<file path="config.mk">
export PLATFORM = sky130hd
export DESIGN_NAME = deadline_expiring_job_queue_unit
export DESIGN_NICKNAME = d
export VERILOG_FILES = /design/src/sv/djq_pkg.sv /design/src/sv/deadline_expiring_job_queue_unit.sv /design/src/sv/djq_cell.sv
export SDC_FILE = /design/constraint.sdc
export NUM_CORES = 2
export LEC_CHECK = 0
export ABC_CLOCK_PERIOD_IN_PS = 6300
export BUFFER_PORTS_ARGS = -buffer_cell sky130_fd_sc_hd__buf_2
export CAP_MARGIN = 20
export CORE_ASPECT_RATIO = 1.25
export CORE_MARGIN = 2
export CORE_UTILIZATION = 45
export CTS_CLUSTER_SIZE = 30
export DETAILED_ROUTE_END_ITERATION = 10
export MAX_ROUTING_LAYER = met4
export PLACE_DENSITY = 0.66
export SETUP_SLACK_MARGIN = 0.3
export SLEW_MARGIN = 20
export SYNTH_ARGS = -nofsm -noshare
export SYNTH_HDL_FRONTEND = slang
export SYNTH_SLANG_ARGS = --single-unit
</file>
<file path="constraint.sdc">
create_clock -name clk -period 6.3 [get_ports clk]
set_clock_uncertainty 0.05 [all_clocks]
set_input_delay 0.945 -clock clk [delete_from_list [all_inputs] [get_ports clk]]
set_output_delay 0.945 -clock clk [all_outputs]
set_load 0.03 [all_outputs]
</file>
<file path="src/sv/djq_pkg.sv">
// package for the deadline expiring job queue
// shared widths, action codes and the cell control struct; no dependencies
package djq_pkg;
    localparam int QueueDepth = 16;
    localparam int TimeBits = 48;
    localparam int TagBits = 16;
    localparam int FillBits = $clog2(QueueDepth + 1);
    localparam int IdxBits = $clog2(QueueDepth);

    typedef enum logic [2:0] {
        ACT_SENT    = 3'd0,
        ACT_EXPIRED = 3'd1,
        ACT_DROPPED = 3'd2,
        ACT_QUEUED  = 3'd3,
        ACT_EMPTY   = 3'd4
    } action_t;

    typedef struct packed {
        logic [TagBits-1:0]  tag;
        logic [TimeBits-1:0] deadline;
        logic [TimeBits-1:0] arrival;
    } entry_t;

    // control broadcast to every cell
    typedef struct packed {
        logic shift;    // every cell takes its right neighbor
        logic load;     // tail cell takes the new entry
        logic [IdxBits-1:0] load_idx;
    } cell_ctrl_t;
endpackage

</file>
<file path="src/sv/deadline_expiring_job_queue_unit.sv">
// A request or a dropped arrival is answered from the idle state. An accepted arrival
// passes through the accepting step, one scan step per queued entry, since the expiry
// scan rotates the chain of cells one place a step and tests the head cell only, a step
// to leave the scan and a step for the final result.
// Results leave through a one-item output register, and a stalled output holds the scan.
// depends on djq_pkg and djq_cell
module deadline_expiring_job_queue_unit (
    input  logic         clk,
    input  logic         rst_n,
    input  logic         s_axis_tvalid,
    output logic         s_axis_tready,
    input  logic [119:0] s_axis_tdata,  // job_tag, now_time, deadline, server_busy,
                                        // server_on_vacation, zero fill
    input  logic         s_axis_tuser,  // func
    output logic         m_axis_tvalid,
    input  logic         m_axis_tready,
    output logic [71:0]  m_axis_tdata,  // out_tag, waited_time, queue_fill, zero fill
    output logic [2:0]   m_axis_tuser,  // action
    output logic         m_axis_tlast,
    input  logic         psel,
    input  logic         penable,
    input  logic         pwrite,
    input  logic [1:0]   paddr,
    input  logic [31:0]  pwdata,
    output logic [31:0]  prdata,
    output logic         pready
);
    localparam int D = djq_pkg::QueueDepth;
    localparam int FB = djq_pkg::FillBits;
    localparam int IB = djq_pkg::IdxBits;
    localparam int TB = djq_pkg::TimeBits;
    localparam int GB = djq_pkg::TagBits;
    localparam logic [1:0] AddrCap = 2'd0;

    typedef enum logic [1:0] {ST_IDLE, ST_SCAN, ST_FINAL} state_t;

    state_t state_reg;
    logic [4:0] cap_reg;
    logic [FB-1:0] fill_reg, fill_next;
    logic [FB-1:0] scan_reg;   // entries left to test
    logic [FB-1:0] keep_reg;   // entries kept so far
    logic [GB-1:0] tag_reg;
    logic [TB-1:0] now_reg, dl_reg;
    logic          queue_reg;  // new job goes to the queue
    logic          ovalid_reg, olast_reg;
    djq_pkg::action_t oact_reg;
    logic [GB-1:0] otag_reg;
    logic [TB-1:0] owait_reg;
    logic [FB-1:0] ofill_reg;

    djq_pkg::entry_t cells [D];
    djq_pkg::entry_t rights [D];
    djq_pkg::entry_t new_entry, head_entry, rot_entry;
    djq_pkg::cell_ctrl_t ctrl;
    logic rotate;

    wire in_fire  = s_axis_tvalid && s_axis_tready;
    wire out_free = !ovalid_reg || m_axis_tready;
    wire [GB-1:0] in_tag = s_axis_tdata[GB-1:0];
    wire [TB-1:0] in_now = s_axis_tdata[GB +: TB];
    wire [TB-1:0] in_dl  = s_axis_tdata[GB+TB +: TB];
    wire in_busy = s_axis_tdata[GB+2*TB];
    wire in_vac  = s_axis_tdata[GB+2*TB+1];
    wire [FB-1:0] cap_eff = (FB'(cap_reg) > FB'(D)) ? FB'(D) : FB'(cap_reg);
    assign head_entry = cells[0];
    wire head_exp = head_entry.deadline < now_reg;
    // a result enters the output register this cycle
    wire out_load = (state_reg == ST_IDLE && in_fire && (s_axis_tuser || fill_reg >= cap_eff))
        || (state_reg == ST_SCAN && out_free && scan_reg != '0 && head_exp)
        || (state_reg == ST_FINAL && out_free);

    assign s_axis_tready = (state_reg == ST_IDLE) && out_free;
    assign pready = 1'b1;
    assign prdata = (paddr == AddrCap) ? {27'd0, cap_reg} : 32'd0;

    // scan rotates a kept head to the back of the live region
    assign rotate = (state_reg == ST_SCAN) && out_free && (scan_reg != '0) && !head_exp;
    assign rot_entry = head_entry;
    always_comb
    begin
        ctrl.shift = 1'b0;
        ctrl.load = 1'b0;
        ctrl.load_idx = '0;
        new_entry = '{tag: tag_reg, deadline: dl_reg, arrival: now_reg};
        if (in_fire && s_axis_tuser && fill_reg != '0)
        begin
            ctrl.shift = 1'b1;
        end
        else if (state_reg == ST_SCAN && out_free && scan_reg != '0)
        begin
            ctrl.shift = 1'b1;
            if (rotate)
            begin
                ctrl.load = 1'b1;
                ctrl.load_idx = IB'(fill_reg - 1'b1);
                new_entry = rot_entry;
            end
        end
        else if (state_reg == ST_FINAL && out_free && queue_reg && fill_reg != FB'(D))
        begin
            ctrl.load = 1'b1;
            ctrl.load_idx = IB'(fill_reg);
        end
    end

    genvar g;
    generate
        for (g = 0; g < D; g++)
        begin : g_cell
            if (g == D - 1)
            begin : g_end
                assign rights[g] = cells[g];
            end
            else
            begin : g_mid
                assign rights[g] = cells[g+1];
            end
            djq_cell u_cell (
                .clk(clk), .ctrl(ctrl), .idx(IB'(g)), .right(rights[g]),
                .new_entry(new_entry), .entry(cells[g])
            );
        end
    endgenerate

    always_comb
    begin
        fill_next = fill_reg;
        if (state_reg == ST_SCAN && out_free && scan_reg != '0 && head_exp)
        begin
            fill_next = fill_reg - 1'b1;
        end
    end

    always_ff @(posedge clk or negedge rst_n)
    begin
        if (!rst_n)
        begin
            state_reg <= ST_IDLE;
            cap_reg <= 5'd16;
            fill_reg <= '0;
            scan_reg <= '0;
            keep_reg <= '0;
            tag_reg <= '0;
            now_reg <= '0;
            dl_reg <= '0;
            queue_reg <= 1'b0;
            ovalid_reg <= 1'b0;
            olast_reg <= 1'b0;
            oact_reg <= djq_pkg::ACT_EMPTY;
            otag_reg <= '0;
            owait_reg <= '0;
            ofill_reg <= '0;
        end
        else
        begin
            if (psel && penable && pwrite && paddr == AddrCap)
            begin
                cap_reg <= pwdata[4:0];
            end
            if (out_load)
            begin
                ovalid_reg <= 1'b1;
            end
            else if (m_axis_tready)
            begin
                ovalid_reg <= 1'b0;
            end
            unique case (state_reg)
                ST_IDLE:
                begin
                    if (in_fire)
                    begin
                        tag_reg <= in_tag;
                        now_reg <= in_now;
                        dl_reg <= in_dl;
                        queue_reg <= in_busy || in_vac;
                        if (s_axis_tuser)
                        begin
                            olast_reg <= 1'b1;
                            if (fill_reg == '0)
                            begin
                                oact_reg <= djq_pkg::ACT_EMPTY;
                                otag_reg <= '0;
                                owait_reg <= '0;
                                ofill_reg <= '0;
                            end
                            else
                            begin
                                oact_reg <= djq_pkg::ACT_SENT;
                                otag_reg <= head_entry.tag;
                                owait_reg <= in_now - head_entry.arrival;
                                fill_reg <= fill_reg - 1'b1;
                                ofill_reg <= fill_reg - 1'b1;
                            end
                        end
                        else if (fill_reg >= cap_eff)
                        begin
                            olast_reg <= 1'b1;
                            oact_reg <= djq_pkg::ACT_DROPPED;
                            otag_reg <= in_tag;
                            owait_reg <= '0;
                            ofill_reg <= fill_reg;
                        end
                        else
                        begin
                            scan_reg <= fill_reg;
                            keep_reg <= '0;
                            state_reg <= ST_SCAN;
                        end
                    end
                end
                ST_SCAN:
                begin
                    if (scan_reg == '0)
                    begin
                        state_reg <= ST_FINAL;
                    end
                    else if (out_free)
                    begin
                        scan_reg <= scan_reg - 1'b1;
                        fill_reg <= fill_next;
                        if (head_exp)
                        begin
                            olast_reg <= 1'b0;
                            oact_reg <= djq_pkg::ACT_EXPIRED;
                            otag_reg <= head_entry.tag;
                            owait_reg <= '0;
                            ofill_reg <= fill_next;
                        end
                        else
                        begin
                            keep_reg <= keep_reg + 1'b1;
                        end
                    end
                end
                ST_FINAL:
                begin
                    if (out_free)
                    begin
                        olast_reg <= 1'b1;
                        otag_reg <= tag_reg;
                        owait_reg <= '0;
                        state_reg <= ST_IDLE;
                        if (queue_reg)
                        begin
                            oact_reg <= djq_pkg::ACT_QUEUED;
                            if (fill_reg != FB'(D))
                            begin
                                fill_reg <= fill_reg + 1'b1;
                                ofill_reg <= fill_reg + 1'b1;
                            end
                            else
                            begin
                                ofill_reg <= fill_reg;
                            end
                        end
                        else
                        begin
                            oact_reg <= djq_pkg::ACT_SENT;
                            ofill_reg <= fill_reg;
                        end
                    end
                end
                default:
                begin
                    state_reg <= ST_IDLE;
                end
            endcase
        end
    end

    assign m_axis_tvalid = ovalid_reg;
    assign m_axis_tlast = olast_reg;
    assign m_axis_tuser = oact_reg;
    assign m_axis_tdata = {3'd0, ofill_reg, owait_reg, otag_reg};

`ifndef NO_ASSERTIONS
    a_fill_bound: assert property (@(posedge clk) disable iff (!rst_n)
        fill_reg <= FB'(D)) else $error("fill above depth");
    a_keep_bound: assert property (@(posedge clk) disable iff (!rst_n)
        state_reg == ST_SCAN |-> keep_reg + scan_reg <= fill_reg)
        else $error("scan counters out of step");
    a_no_accept_busy: assert property (@(posedge clk) disable iff (!rst_n)
        state_reg != ST_IDLE |-> !s_axis_tready) else $error("accept during scan");
    a_last_final: assert property (@(posedge clk) disable iff (!rst_n)
        $past(state_reg == ST_FINAL && out_free) |-> ovalid_reg && olast_reg)
        else $error("final result missing last");
`endif
endmodule

</file>
<file path="src/sv/djq_cell.sv">
// one queue cell: holds an entry, takes the new entry when addressed, else shifts toward the head
// depends on djq_pkg
module djq_cell (
    input  logic                 clk,
    input  djq_pkg::cell_ctrl_t  ctrl,
    input  logic [djq_pkg::IdxBits-1:0] idx,
    input  djq_pkg::entry_t      right,
    input  djq_pkg::entry_t      new_entry,
    output djq_pkg::entry_t      entry
);
    djq_pkg::entry_t entry_reg;

    always_ff @(posedge clk)
    begin
        if (ctrl.load && ctrl.load_idx == idx)
        begin
            entry_reg <= new_entry;
        end
        else if (ctrl.shift)
        begin
            entry_reg <= right;
        end
    end

    assign entry = entry_reg;
endmodule

</file>
==> impl_metrics.csv <==
group,metric,value,unit
outcome,status,"completed",
clocking,cts_buffers,192,
synthesis,synth_edf_count,1792,
route,firstDrtPassIters,7,
synthesis,netlist.area_leader.share,0.621,
final_layout,nNetsFinal,7398,
clocking,clock_path_buffers,3,
synthesis,ys_types,76,
floorplan,start_util,0.452,
floorplan,fp.dieArea,196000,um2
worst_setup_path,cpPeakStageDelay,0.70,ns
worst_setup_path,crit_chain,"ha_1, nand4_1, nor4_1, nand2_1, or3_1, o21ai_2, o211ai_4, a21o_1, nand2_8, buf_4, mux2_2",
pwr,intPower,32900,uW
global_route,grt.total_usage,0.257,
timing,max_slew_margin,0.262,
worst_setup_path,critPathTopFamily,"simple AND/OR/NAND/NOR gates",
route,routed_via_density,6.02,
synthesis,synthArstFlopShare,0.102,
floorplan,ios,273,
pwr,pwr-share-comb,0.334,
clocking,cts_tree,"yes",
min_path,hold_depth,2,
worst_setup_path,r2r_slack,1.01,ns
pwr,finalPower,52400,uW
timing,post-route-period-util,0.839,
final_layout,largest_reg_flops,1792,
worst_setup_path,path_class,"register to register",
worst_setup_path,reg2regPathDepth,11,
route,num_vias,59300,
route,drcViolationCount,0,
route,drt-total-wl,248000,um
final_layout,drive_gt1_frac,0.141,
worst_setup_path,crit_fanout,49,
route,drt_iter0_drc,6378,
final_layout,post-route-util,0.507,
timing,max_freq,0.189,GHz
pwr,p_clk_frac,0.221,
pwr,cellLeakagePower,0.0361,uW
placed_design,dpl.hpwl,138000,um
worst_setup_path,crit-reg2reg-launch,"g_cell[0].u_cell.entry[79]$_DFFE_PP_",
timing,rsz0062_at_grt,"no",
synthesis,yosys-top-cells-area,"edfxtp_1 62%, a21oi_1 9.8%, dfrtp_1 5.8%, mux2_2 2.8%, nand2_1 2.5%",
pwr,p_sw,19500,uW
timing,fin_crit,5.29,ns
timing,finalHoldViolCount,0,
min_path,hp-class,"input pin to register",
global_route,antenna_found_initial,5,
pwr,switching_share,0.372,
synthesis,avgSynthCellArea,12.2,um2
clocking,clk_pin_slew_worst_paths,0.06,ns
clocking,htree_levels,4,
job,maxCapViolations,0,
global_route,grt_max_degree,193,
floorplan,die_x,397,um
placed_design,globalplace.congestion,0.893,
worst_setup_path,critPathLaunchType,"register",
min_path,worstHoldStart,"s_axis_tdata[99]",
synthesis,ys_warn_count,0,
worst_setup_path,cp_slowest_cell,"buf_4",
global_route,grt-ovfl-total,0,
route,ant_nets,0,
pwr,pwr-share-seq,0.444,
synthesis,ys_top_cells_by_count,"1,792 x edfxtp_1, 1,690 x a21oi_1, 589 x nand2_1",
worst_setup_path,arrival,5.83,ns
final_layout,area_growth,12.1,%
synthesis,synth_area,86700,um2
min_path,holdPathEnd,"dl_reg[35]$_DFFE_PN0P_",
pwr,pwr_density_cell,539,nW/um2
timing,tightest_slew,1.11,ns
worst_setup_path,reg2reg_to,"g_cell[3].u_cell.entry[1]$_DFFE_PP_",
synthesis,yosysMostFrequentCell,"edfxtp_1",
clocking,cts_setup_buffers,0,
worst_setup_path,crit_buf_inv,1,
global_route,grt_pass1_wl,370000,um
floorplan,row_count,180,
synthesis,yosysTopAreaCell,"edfxtp_1",
worst_setup_path,cp.required,6.84,ns
floorplan,fp.dieH,495,um
timing,slew_viol_final,0,
clocking,cts_root_buffer,"clkbuf_16",
timing,setup_viol,0,
route,wl_per_cell,25.2,um
clocking,cts.sink_count,1996,
placed_design,portBuffers,208,
pwr,peakVddDrop,0.465,mV
synthesis,synthCells,7105,
global_route,grt_pass1_vias,57600,
synthesis,synth-seq-cells,1996,
synthesis,synth_ff_type,"edfxtp_1",
clocking,clock_latency,0.86,ns
floorplan,coreArea,192000,um2
timing,setup_tns,0,ns
synthesis,synth_seq_area_share,0.679,
worst_setup_path,cp-end-kind,"register",
area by class of cell:
type                       instances  area [um2]
tap                             2548        3190
clock inverter                   111        1050
clock buffer                     246        5170
antenna                            4        10.0
sequential                      1996       58900
multi-input combinational       4278       24500
timing repair buffer             433        3520
fill                           16500       94700
inverter                         227         852
routing by layer:
layer / track usage / part of all wire / vias up / wire (um)
li1: - / - / 26000 / -
met1: 0.334 / 0.39 / 29700 / 97800
met2: 0.411 / 0.48 / 3123 / 118000
met3: 0.0472 / 0.099 / 524 / 24500
met4: 0.0802 / 0.032 / 0 / 7860
met5: - / 0 / - / 0
kinds of logic (layout without fill, tap and decap cells):
family | count (synthesis) | in the layout | synth area share
and+or+nand+nor | 1265 | 1265 | 0.0583
muxes | 412 | 412 | 0.0525
xor gates and xnor gates | 49 | 49 | 0.00495
DFF | 1996 | 1996 | 0.679
other | 2 | 35 | 0.0000866
buffers and inverters | 860 | 1017 | 0.0428
adders and majority gates | 108 | 108 | 0.0157
AOI/OAI and AO/OA | 2413 | 2413 | 0.146
worst max path at each step:
stage,from,endpoint,slack [ns],cells after the start
2_1_floorplan,fill_reg[0]$_DFFE_PN0P_,g_cell[14].u_cell.entry[0]$_DFFE_PP_,0.33,14
3_3_place_gp,g_cell[0].u_cell.entry[91]$_DFFE_PP_,g_cell[3].u_cell.entry[7]$_DFFE_PP_,1.06,11
3_5_place_dp,g_cell[0].u_cell.entry[91]$_DFFE_PP_,g_cell[3].u_cell.entry[1]$_DFFE_PP_,1.06,11
4_1_cts,now_reg[41]$_DFFE_PN0P_,g_cell[3].u_cell.entry[1]$_DFFE_PP_,1.04,12
5_1_grt,g_cell[0].u_cell.entry[53]$_DFFE_PP_,g_cell[3].u_cell.entry[20]$_DFFE_PP_,0.81,14
6_report,g_cell[0].u_cell.entry[79]$_DFFE_PP_,g_cell[3].u_cell.entry[1]$_DFFE_PP_,1.01,11
cell usage in the layout (no fill, tap or decap), types with 44 or more instances in the layout:
| master | instances |
|---|---|
| edfxtp_1 | 1792 |
| a21oi_1 | 1688 |
| nand2_1 | 582 |
| nor2_1 | 547 |
| o21ai_0 | 364 |
| mux2_2 | 219 |
| buf_2 | 207 |
| dfrtp_1 | 202 |
| clkbuf_16 | 195 |
| inv_1 | 184 |
| o21ai_1 | 162 |
| buf_4 | 161 |
| mux2_1 | 122 |
| ha_1 | 107 |
| mux2i_1 | 69 |
| buf_12 | 62 |
| a21o_1 | 44 |
timing repair:
action / in CTS / in global routing
hold endpoints to repair: 43 / 0
gates resized for setup: 0 / 0
hold buffers: 1 / 0
power by group through the flow:
| stage | Sequential, uW | Clock, uW | Combinational (uW) |
|---|---|---|---|
| floorplan | 23300 | 0 | 10400 |
| global placement | 23400 | 0 | 16900 |
| detailed placement | 23500 | 0 | 17300 |
| CTS | 23300 | 11700 | 17400 |
| global route | 23700 | 12200 | 18900 |
| finish | 23300 | 11600 | 17500 |
stage by stage:
step           std cells  hold WS (ns)  cell area, um2  setup slack [ns]
3_5_place_dp        9480         0.411           91000              1.06
4_1_cts             9838         0.205           97200              1.04
6_report            9843         0.268           97200              1.01
2_1_floorplan       7134         0.412           86800             0.334
5_1_grt             9840         0.235           97200             0.806
3_3_place_gp        9480         0.406           91000              1.06
Note: power is estimated with default switching activity, not from simulation.
